===== src/rtl/core/lfw_pkg.sv =====
// Shared types and constants of the Lax-Friedrichs wave step block.
// No dependencies; every other file of the block imports this package.
`default_nettype none

package lfw_pkg;

    // Field widths
    localparam int SAMPLE_W   = 24;                  // signed Q8.16 sample
    localparam int FRAC_W     = 16;                  // fraction bits of Q8.16 and Q16.16
    localparam int RATIO_W    = 32;                  // unsigned Q16.16 courant ratio
    localparam int IDX_W      = 10;                  // reported grid index

    // Frame length limit and point counter (holds MAX_POINTS + 1 as overflow mark)
    localparam int MAX_POINTS = 1024;
    localparam int CNT_W      = $clog2(MAX_POINTS + 2);
    localparam logic [CNT_W-1:0] MAX_CNT = CNT_W'(MAX_POINTS);

    // Square root of max(u,0) * 2^16
    localparam int SQRT_IN_W  = SAMPLE_W + FRAC_W;   // radicand width
    localparam int ROOT_W     = SQRT_IN_W / 2;       // root width, one bit per step
    localparam int STEP_W     = $clog2(ROOT_W);

    // Flux and datapath widths
    localparam int FLUX_W     = SAMPLE_W - 1 + ROOT_W - FRAC_W;  // floor(U*S/2^16)
    localparam int DIFF_W     = FLUX_W + 1;                      // signed flux difference
    localparam int MUL_A_W    = RATIO_W + 1;                     // signed operand A
    localparam int PROD_W     = MUL_A_W + DIFF_W;                // signed product
    localparam int NUM_W      = PROD_W + 1;                      // numerator before rounding
    localparam int Q_W        = NUM_W - FRAC_W - 1;              // after shift by 2^17

    typedef struct packed {
        logic signed [SAMPLE_W-1:0] sample;
        logic                       frame_end;
    } t_in;

    typedef struct packed {
        logic [IDX_W-1:0]           point_index;
        logic signed [SAMPLE_W-1:0] new_value;
        logic                       saturated;
        logic                       frame_done;
        logic                       overflow;
    } t_out;

endpackage

`default_nettype wire


===== src/rtl/core/lfw_sqrt.sv =====
// Bit-iterative integer square root, one root bit per clock.
// Depends on lfw_pkg for the radicand and root widths.
`default_nettype none

module lfw_sqrt import lfw_pkg::*; (
    input  logic                 i_clk,
    input  logic                 i_rst_n,
    input  logic                 i_start,
    input  logic [SQRT_IN_W-1:0] i_radicand,
    output logic                 o_done,
    output logic [ROOT_W-1:0]    o_root
);

    localparam int REM_W = ROOT_W + 2;

    logic                 r_busy;
    logic                 r_done;
    logic [STEP_W-1:0]    r_step;
    logic [SQRT_IN_W-1:0] r_rad;
    logic [REM_W-1:0]     r_rem;
    logic [ROOT_W-1:0]    r_root;

    logic [REM_W+1:0]     w_rem_sh;
    logic [REM_W+1:0]     w_trial;
    logic [REM_W+1:0]     w_diff;
    logic                 w_fit;

    // Bring down the next two radicand bits and try 4*root+1
    always_comb begin
        w_rem_sh = {r_rem, r_rad[SQRT_IN_W-1 -: 2]};
        w_trial  = {2'b00, r_root, 2'b01};
        w_fit    = (w_rem_sh >= w_trial);
        w_diff   = w_rem_sh - w_trial;
    end

    always_ff @(posedge i_clk) begin
        if (!i_rst_n) begin
            r_busy <= 1'b0;
            r_done <= 1'b0;
            r_step <= '0;
        end else begin
            r_done <= 1'b0;
            if (i_start) begin
                r_busy <= 1'b1;
                r_step <= '0;
            end else if (r_busy) begin
                if (r_step == STEP_W'(ROOT_W - 1)) begin
                    r_busy <= 1'b0;
                    r_done <= 1'b1;
                end else begin
                    r_step <= r_step + 1'b1;
                end
            end
        end
    end

    always_ff @(posedge i_clk) begin
        if (i_start) begin
            r_rad  <= i_radicand;
            r_rem  <= '0;
            r_root <= '0;
        end else if (r_busy) begin
            r_rad  <= r_rad << 2;
            r_rem  <= w_fit ? w_diff[REM_W-1:0] : w_rem_sh[REM_W-1:0];
            r_root <= {r_root[ROOT_W-2:0], w_fit};
        end
    end

    assign o_done = r_done;
    assign o_root = r_root;

endmodule

`default_nettype wire


===== src/rtl/core/lax_friedrichs_wave_step.sv =====
// Top level of the Lax-Friedrichs wave step block: sequencer, shared multiplier,
// frame bookkeeping and output register. Depends on lfw_pkg and lfw_sqrt.
//
// Usage:
//  - Input channel (i_in_valid / o_in_ready / i_in): one signed Q8.16 sample per
//    transaction, in grid order; frame_end marks the last point of a frame.
//  - Output channel (o_out_valid / i_out_ready / o_out): zero to three results
//    per input transaction. Interior result i-1 follows sample i; when a frame
//    closes, result N-1 and then result 0 (frame_done set) follow.
//  - Config channel (i_cfg_valid / o_cfg_ready / i_cfg_data): writes the Q16.16
//    courant ratio; always ready. Write it only while the block is idle.
//  - Sequence: each sample goes through the square root (one root bit per
//    cycle) and one multiply for its flux, then through one CMUL and one
//    FINAL step on the one shared multiplier for every result it produces.
//    The flux of each held sample is stored, so it is computed only once.
//  - o_in_ready is high only while the sequencer is idle; the last result may
//    still sit in the output register while the next sample is taken.
//  - Receiver stall: the sequencer holds in its final step until the output
//    register frees up; nothing is dropped.
//  - Reset (synchronous, active low): ratio returns to 1.0, stored samples,
//    fluxes and point count clear to zero, output register empties.
`default_nettype none

module lax_friedrichs_wave_step import lfw_pkg::*; (
    input  logic               i_clk,
    input  logic               i_rst_n,
    // sample input
    input  logic               i_in_valid,
    output logic               o_in_ready,
    input  t_in                i_in,
    // result output
    output logic               o_out_valid,
    input  logic               i_out_ready,
    output t_out               o_out,
    // courant ratio write
    input  logic               i_cfg_valid,
    output logic               o_cfg_ready,
    input  logic [RATIO_W-1:0] i_cfg_data
);

    typedef enum logic [5:0] {
        S_IDLE   = 6'b000001,
        S_ROOT   = 6'b000010,
        S_FMUL   = 6'b000100,
        S_UPDATE = 6'b001000,
        S_CMUL   = 6'b010000,
        S_FINAL  = 6'b100000
    } t_state;

    // Pending result kinds, served lowest bit first
    localparam int PEND_INT  = 0;   // interior result i-1
    localparam int PEND_WRAP = 1;   // closing result N-1
    localparam int PEND_ZERO = 2;   // closing result 0

    localparam logic [RATIO_W-1:0] RATIO_RESET = RATIO_W'(1) << FRAC_W;
    localparam logic signed [NUM_W-1:0] ROUND_ADD =
        {{(NUM_W-FRAC_W-1){1'b0}}, 1'b1, {FRAC_W{1'b0}}};
    localparam logic signed [Q_W-1:0] Q_HI =
        {{(Q_W-SAMPLE_W+1){1'b0}}, {(SAMPLE_W-1){1'b1}}};
    localparam logic signed [Q_W-1:0] Q_LO =
        {{(Q_W-SAMPLE_W+1){1'b1}}, {(SAMPLE_W-1){1'b0}}};

    t_state r_state, n_state;

    logic [2:0]                 r_pend;
    logic [CNT_W-1:0]           r_cnt;
    logic [RATIO_W-1:0]         r_ratio;

    // current transaction
    logic signed [SAMPLE_W-1:0] r_s;
    logic                       r_end;
    logic [FLUX_W-1:0]          r_fs;

    // frame store: samples and their fluxes
    logic signed [SAMPLE_W-1:0] r_first, r_second, r_older, r_newer;
    logic [FLUX_W-1:0]          r_first_f, r_second_f, r_older_f, r_newer_f;

    // operands captured for the interior result and the closing results
    logic signed [SAMPLE_W-1:0] r_hold_l;
    logic [FLUX_W-1:0]          r_hold_f;
    logic [IDX_W-1:0]           r_idx_int;
    logic [IDX_W-1:0]           r_idx_wrap;
    logic                       r_ovf;
    logic                       r_two;

    logic signed [PROD_W-1:0]   r_prod;

    logic                       r_out_valid;
    t_out                       r_out;

    // ------------------------------------------------------------------
    // Square root unit
    // ------------------------------------------------------------------
    logic                   w_in_acc;
    logic [SAMPLE_W-1:0]    w_u_in;
    logic                   w_root_done;
    logic [ROOT_W-1:0]      w_root;

    assign w_in_acc = i_in_valid && o_in_ready;
    // max(u,0) of the incoming sample
    assign w_u_in   = i_in.sample[SAMPLE_W-1] ? '0 : i_in.sample;

    lfw_sqrt u_sqrt (
        .i_clk      (i_clk),
        .i_rst_n    (i_rst_n),
        .i_start    (w_in_acc),
        .i_radicand ({w_u_in, {FRAC_W{1'b0}}}),
        .o_done     (w_root_done),
        .o_root     (w_root)
    );

    // ------------------------------------------------------------------
    // Frame bookkeeping, evaluated in S_UPDATE
    // ------------------------------------------------------------------
    logic                   w_full;
    logic [CNT_W-1:0]       w_n;
    logic [CNT_W-1:0]       w_int_idx;
    logic [CNT_W-1:0]       w_wrap_idx;
    logic [2:0]             w_pend_new;
    logic [FLUX_W-1:0]      w_flux_s;

    always_comb begin
        w_full     = (r_cnt >= MAX_CNT);
        w_n        = w_full ? MAX_CNT : r_cnt + 1'b1;
        w_int_idx  = r_cnt - 1'b1;
        w_wrap_idx = w_n - 1'b1;
        w_flux_s   = r_prod[FRAC_W +: FLUX_W];
        w_pend_new = '0;
        w_pend_new[PEND_INT]  = !w_full && (r_cnt >= CNT_W'(2));
        w_pend_new[PEND_WRAP] = r_end && (w_n >= CNT_W'(2));
        w_pend_new[PEND_ZERO] = r_end;
    end

    // ------------------------------------------------------------------
    // Operand select for the result in progress
    // ------------------------------------------------------------------
    logic                       w_kind_int, w_kind_wrap;
    logic signed [SAMPLE_W-1:0] w_l, w_r;
    logic [FLUX_W-1:0]          w_fl, w_fr;
    logic [IDX_W-1:0]           w_idx;
    logic signed [DIFF_W-1:0]   w_diff;
    logic [2:0]                 w_pend_next;

    always_comb begin
        w_kind_int  = r_pend[PEND_INT];
        w_kind_wrap = !r_pend[PEND_INT] && r_pend[PEND_WRAP];
        if (w_kind_int) begin
            w_l = r_hold_l;  w_fl = r_hold_f;
            w_r = r_s;       w_fr = r_fs;
            w_idx = r_idx_int;
        end else if (w_kind_wrap) begin
            w_l = r_older;   w_fl = r_older_f;
            w_r = r_first;   w_fr = r_first_f;
            w_idx = r_idx_wrap;
        end else begin
            w_l = r_newer;   w_fl = r_newer_f;
            w_r = r_two ? r_second : r_first;
            w_fr = r_two ? r_second_f : r_first_f;
            w_idx = '0;
        end
        w_diff      = $signed({1'b0, w_fr}) - $signed({1'b0, w_fl});
        // drop the lowest pending kind
        w_pend_next = r_pend & (r_pend - 3'd1);
    end

    // ------------------------------------------------------------------
    // Shared multiplier: U*S for the flux, ratio*dF for the update
    // ------------------------------------------------------------------
    logic signed [MUL_A_W-1:0] w_mul_a;
    logic signed [DIFF_W-1:0]  w_mul_b;
    logic [SAMPLE_W-1:0]       w_u_s;

    assign w_u_s = r_s[SAMPLE_W-1] ? '0 : r_s;

    always_comb begin
        if (r_state == S_FMUL) begin
            w_mul_a = $signed(MUL_A_W'(w_root));
            w_mul_b = $signed(DIFF_W'(w_u_s));
        end else begin
            w_mul_a = $signed(MUL_A_W'(r_ratio));
            w_mul_b = w_diff;
        end
    end

    always_ff @(posedge i_clk) begin
        if (r_state == S_FMUL || r_state == S_CMUL) begin
            r_prod <= w_mul_a * w_mul_b;
        end
    end

    // ------------------------------------------------------------------
    // Final step: combine, round half up, saturate
    // ------------------------------------------------------------------
    logic signed [SAMPLE_W:0] w_sum;
    logic signed [NUM_W-1:0]  w_num;
    logic signed [Q_W-1:0]    w_q;
    logic                     w_hi, w_lo;
    t_out                     w_res;
    logic                     w_load;

    always_comb begin
        w_sum = {w_l[SAMPLE_W-1], w_l} + {w_r[SAMPLE_W-1], w_r};
        w_num = (NUM_W'(w_sum) <<< FRAC_W) - NUM_W'(r_prod) + ROUND_ADD;
        w_q   = w_num[NUM_W-1:FRAC_W+1];
        w_hi  = (w_q > Q_HI);
        w_lo  = (w_q < Q_LO);
        w_res.point_index = w_idx;
        w_res.new_value   = w_hi ? Q_HI[SAMPLE_W-1:0] :
                            w_lo ? Q_LO[SAMPLE_W-1:0] : w_q[SAMPLE_W-1:0];
        w_res.saturated   = w_hi || w_lo;
        w_res.frame_done  = !w_kind_int && !w_kind_wrap;
        w_res.overflow    = !w_kind_int && r_ovf;
    end

    assign w_load = (r_state == S_FINAL) && (!r_out_valid || i_out_ready);

    // ------------------------------------------------------------------
    // Sequencer
    // ------------------------------------------------------------------
    always_comb begin
        n_state = r_state;
        unique case (r_state)
            S_IDLE:   if (w_in_acc) n_state = S_ROOT;
            S_ROOT:   if (w_root_done) n_state = S_FMUL;
            S_FMUL:   n_state = S_UPDATE;
            S_UPDATE: n_state = (w_pend_new != '0) ? S_CMUL : S_IDLE;
            S_CMUL:   n_state = S_FINAL;
            S_FINAL: begin
                if (w_load) n_state = (w_pend_next != '0) ? S_CMUL : S_IDLE;
            end
            default:  n_state = S_IDLE;
        endcase
    end

    always_ff @(posedge i_clk) begin
        if (!i_rst_n) begin
            r_state     <= S_IDLE;
            r_pend      <= '0;
            r_cnt       <= '0;
            r_ratio     <= RATIO_RESET;
            r_out_valid <= 1'b0;
            r_first     <= '0;
            r_second    <= '0;
            r_older     <= '0;
            r_newer     <= '0;
            r_first_f   <= '0;
            r_second_f  <= '0;
            r_older_f   <= '0;
            r_newer_f   <= '0;
        end else begin
            r_state <= n_state;
            if (i_cfg_valid) r_ratio <= i_cfg_data;

            if (r_state == S_UPDATE) begin
                r_pend <= w_pend_new;
                if (w_full) begin
                    // drop the sample and mark the frame overflowed
                    r_cnt <= r_end ? '0 : MAX_CNT + 1'b1;
                end else begin
                    r_cnt <= r_end ? '0 : w_n;
                    if (r_cnt == CNT_W'(0)) begin
                        r_first   <= r_s;
                        r_first_f <= w_flux_s;
                    end
                    if (r_cnt == CNT_W'(1)) begin
                        r_second   <= r_s;
                        r_second_f <= w_flux_s;
                    end
                    r_older   <= r_newer;
                    r_older_f <= r_newer_f;
                    r_newer   <= r_s;
                    r_newer_f <= w_flux_s;
                end
            end else if (w_load) begin
                r_pend <= w_pend_next;
            end

            if (w_load) begin
                r_out_valid <= 1'b1;
            end else if (i_out_ready) begin
                r_out_valid <= 1'b0;
            end
        end
    end

    // Payload registers
    always_ff @(posedge i_clk) begin
        if (w_in_acc) begin
            r_s   <= i_in.sample;
            r_end <= i_in.frame_end;
        end
        if (r_state == S_UPDATE) begin
            r_fs       <= w_flux_s;
            r_hold_l   <= r_older;
            r_hold_f   <= r_older_f;
            r_idx_int  <= w_int_idx[IDX_W-1:0];
            r_idx_wrap <= w_wrap_idx[IDX_W-1:0];
            r_ovf      <= w_full;
            r_two      <= (w_n >= CNT_W'(2));
        end
        if (w_load) r_out <= w_res;
    end

    assign o_in_ready  = (r_state == S_IDLE);
    assign o_cfg_ready = 1'b1;
    assign o_out_valid = r_out_valid;
    assign o_out       = r_out;

    // ------------------------------------------------------------------
    // Assertions
    // ------------------------------------------------------------------
    a_root_in_wait: assert property (@(posedge i_clk) disable iff (!i_rst_n)
        w_root_done |-> r_state == S_ROOT)
        else $error("square root finished outside its wait step");

    a_final_has_work: assert property (@(posedge i_clk) disable iff (!i_rst_n)
        (r_state == S_CMUL || r_state == S_FINAL) |-> r_pend != '0)
        else $error("result step entered with nothing pending");

    a_idle_no_work: assert property (@(posedge i_clk) disable iff (!i_rst_n)
        o_in_ready |-> r_pend == '0)
        else $error("input taken while results still pending");

    a_count_range: assert property (@(posedge i_clk) disable iff (!i_rst_n)
        r_cnt <= MAX_CNT + 1'b1)
        else $error("point count beyond overflow mark");

    a_frame_close: assert property (@(posedge i_clk) disable iff (!i_rst_n)
        (r_state == S_UPDATE && r_end) |=> r_cnt == '0)
        else $error("point count not cleared at frame end");

endmodule

`default_nettype wire

===== config.mk =====
export PLATFORM = sky130hd
export DESIGN_NAME = lax_friedrichs_wave_step
export DESIGN_NICKNAME = d
export VERILOG_FILES = /design/src/rtl/core/lfw_pkg.sv /design/src/rtl/core/lfw_sqrt.sv /design/src/rtl/core/lax_friedrichs_wave_step.sv
export SDC_FILE = /design/constraint.sdc
export NUM_CORES = 2
export LEC_CHECK = 0
export BUFFER_PORTS_ARGS = -buffer_cell sky130_fd_sc_hd__buf_2
export CAP_MARGIN = 20
export CELL_PAD_IN_SITES_DETAIL_PLACEMENT = 1
export CELL_PAD_IN_SITES_GLOBAL_PLACEMENT = 2
export CORE_ASPECT_RATIO = 0.9
export CORE_UTILIZATION = 42
export DETAILED_ROUTE_END_ITERATION = 7
export GPL_ROUTABILITY_DRIVEN = 0
export HOLD_SLACK_MARGIN = 0.1
export PLACE_DENSITY = 0.84
export SETUP_SLACK_MARGIN = 0.4
export SLEW_MARGIN = 20
export SYNTH_ARGS = -nofsm -noshare
export SYNTH_HDL_FRONTEND = slang
export SYNTH_SLANG_ARGS = --single-unit

===== constraint.sdc =====
create_clock -name i_clk -period 12.1 [get_ports i_clk]
set_input_delay 1.815 -clock i_clk [delete_from_list [all_inputs] [get_ports i_clk]]
set_output_delay 1.815 -clock i_clk [all_outputs]
set_load 0.01 [all_outputs]

==> results.md <==
* Final ANT Viol Nets at 0
* Clock Skew at 0.0451 ns
* Pin count of the biggest net entering global routing at 123
* Port Buffers at 100
* Dominant cell type by area after synthesis: fa_1
* Yosys reg bits at 553
* Routed via count at 47200
* First-pass detailed-route iteration total at 5
* Clock Sinks at 553
* Arr. time, crit path at 11.72 ns
* Syn Nets at 7862
* Vias in the first global route at 50500
* Clk_lat worst skew at 0.68 ns
* Hold_buf cts at 0
* Initial core utilization at 0.425
* Core area at 0.138 mm²
* Initial antenna violation count at 17
* CP Class: reg2reg
* Clock power share at 0.394
* Critical Path Max Stage Delay at 0.54 ns
* Outcome: complete, no violations
* Power Dens Cells at 79.8 mW/mm²
* Register area at 0.0136 mm²
* Crit-path slowest cell: fa_1
* Layout area overhead at 9.55%
* Post-synthesis sequential area ratio at 0.231
* RSZ-0062 raised after global routing: false
* DP HPWL at 166 mm
* Synth top area cells: fa_1 27%, edfxtp_1 13%, dfxtp_1 10%, ha_1 9.4%, nand2_1 7.9%
* Measured slew at the worst slew-check pin at 1.14 ns
* First-pass GRT wire length at 316 mm
* Netlist cell types at 87
* Yosys warns at 0
* Global route total overflow at 0
* Layout cells sized above 1 at 0.0750
* Worst slew margin at 0.237
* Clock Root Buffer: clkbuf_16
* Syn Area/Cell at 8.92 µm²
* Ys flop type: dfxtp_1
* Crit-path most repeated cell: fa_1
* Most common cell after layout, fill and taps aside: nand2_1
* Post-synth EDFFs at 247
* DRC Markers at 0
* Final worst slack at 0.777 ns
* Fin crit period at 11.32 ns
* # H-tree levels at 3
* Die Area at 0.141 mm²
* Leakage at 29.8 nW
* Total GRT Usage at 0.298
* Longest Clk Path Bufs at 3
* Routed len/inst at 24.6 µm
* Max Cap Viol at 0
* Post-synth top area share at 0.266
* 1st-iter DRT viols at 2989
* Multi-input combinational cell area at 0.0404 mm²
* Clock Pin Slew Worst Setup and Hold Paths at 0.07 ns
* Sw frac at 0.310
* Fin. max-slew vios at 0
* Cells after Synth at 6578
* Fin nets at 7895
* CTS tree: done
* Max Fclk at 88.3 MHz
* Tcrit/Tclk final at 0.936
* Post-Syn Area at 0.0586 mm²
* Crit Path Max Fanout at 8
* Hold crit path type: reg2reg
* Die Y at 356 µm
* Final Hold Viols at 0
* Via density at 5.55
* Die width at 396 µm
* Dpl ws at -0.0786 ns
* Drt total wl at 209 mm
* CP required at 12.50 ns
* Fill cell count at 16000
* Flop pwr share at 0.412
* Cell Rows at 129
* Psw at 0.00159 W
* Maximum vdd ir drop at 147 µV
* Asr flop ratio synth at 0
* Commonest non-fill, non-tap cells in the layout: 1241 x nand2_1, 1001 x inv_1, 780 x fa_1
* Int Pwr at 0.00354 W
* Combinational share of power at 0.194
* Crit. End Element: flip-flop
* Setup Viol. Count Final at 0
* Hold WS at 0.429 ns
* IO Pins at 102
* Setup crit start kind: flip-flop
* CTS buffer count at 66
-- path summary, 6_finish.rpt --
| kind | startpoint | endpoint | slack [ns] | cells past startpoint |
|---|---|---|---|---|
| worst max register to register | r_pend[1] | r_prod[59] | 0.78 | 44 |
| worst max-delay path | r_pend[1] | r_prod[59] | 0.78 | 44 |
| worst min-delay path | r_older_f[23] | r_hold_f[23] | 0.43 | 0 |
| worst min register to register | r_older_f[23] | r_hold_f[23] | 0.43 | 0 |
-- logic make-up (layout without fill, tap and decap cells) --
kind of cell	after synthesis	count (layout)	synth area share
AO/OA/AOI/OAI	941	941	0.105
XOR/XNOR	166	166	0.0248
adder cells (fa/ha/maj)	1222	1222	0.361
buffers and inverters	1332	1418	0.0865
flip-flops	553	553	0.231
multiplexers	183	183	0.0313
other	1	5	0.0000639
AND/OR/NAND/NOR	2180	2180	0.161
-- cells in the mapped netlist, types with 18 or more instances --
master	number
o31ai_1	22
inv_1	1002
nor2b_1	69
buf_1	23
a31oi_1	21
ha_1	442
and2_1	74
nand2_1	1242
a21boi_0	219
nand3b_1	30
a21o_1	76
nand3_1	71
xor2_1	64
edfxtp_1	247
nor2_1	424
xnor2_1	102
mux2i_1	180
o211ai_1	18
nor4_1	19
o21a_1	30
a21oi_1	212
a211oi_1	32
dfxtp_1	306
clkbuf_1	292
nor3_1	54
nand4_1	28
o21bai_1	20
fa_1	780
nand2b_1	45
o21ai_0	193
and3_1	52
-- flip-flops by register name, summed over array words and instances, names as in the netlist, 6 cells and up --
register and count:
o_out 37, r_second 24, r_first_f 27, u_sqrt.o_root 20, r_newer_f 27, r_idx_wrap 10, r_idx_int 10, r_ratio 32
r_prod 61, r_second_f 27, r_hold_l 24, r_newer 24, u_sqrt.r_rad 24, r_older 24, r_state 6, r_s 24
r_fs 27, r_cnt 11, r_first 24, r_older_f 27, u_sqrt.r_rem 22, r_hold_f 27
-- critical path: cells and delay by family (launching register included) --
kind | cells | cell delay, ns
mux | 1 | 0.17
buf+inv | 8 | 0.92
flops | 1 | 0.35
xor+xnor | 2 | 0.49
simple gates | 7 | 1.14
compound gates | 16 | 3.28
fa+ha+maj | 10 | 4.69
-- area by class of cell --
cell class	instances	area share
well taps	1834	0.0357
clock buffers	86	0.0280
inverters	1004	0.0587
multi-input cells	4693	0.628
diodes	4	0.000156
flip-flops and latches	553	0.211
repair buffers	293	0.0326
clock inverters	35	0.00553
-- what timing repair did --
action,in CTS,in global routing
setup buffers,1,9
resized for setup,9,41
pin swaps,2,6
gates cloned,0,1
endpoints found under the setup margin,13,20
-- power groups by stage --
stage / Sequential, W / Combinational (W) / Clock (W)
after global routing: 0.00212 / 0.00109 / 0.00212
after CTS: 0.00211 / 0.000991 / 0.00205
after detailed placement: 0.00215 / 0.000981 / 0
after global placement: 0.00215 / 0.000961 / 0
final: 0.00211 / 0.000994 / 0.00202
after floorplan: 0.00210 / 0.000696 / 0
-- routing by layer --
layer / global-route usage / share of wire
met1: 0.396 / 0.43
met5: 0 / 0.00047
met3: 0.0454 / 0.059
met4: 0.138 / 0.053
met2: 0.479 / 0.46
-- stage by stage --
stage               instance area, µm²  utilization  power (W)  setup TNS (ns)  cells
floorplan                        58600            -    0.00280               0   6578
global placement                 61800        0.448    0.00311               0   8366
detailed placement               61800        0.448    0.00313         -0.0786   8366
CTS                              64000        0.464    0.00516               0   8488
global route                     64200        0.466    0.00533               0   8500
finish                           64200        0.466    0.00513               0   8502
Power figures use the tool's default switching activity.
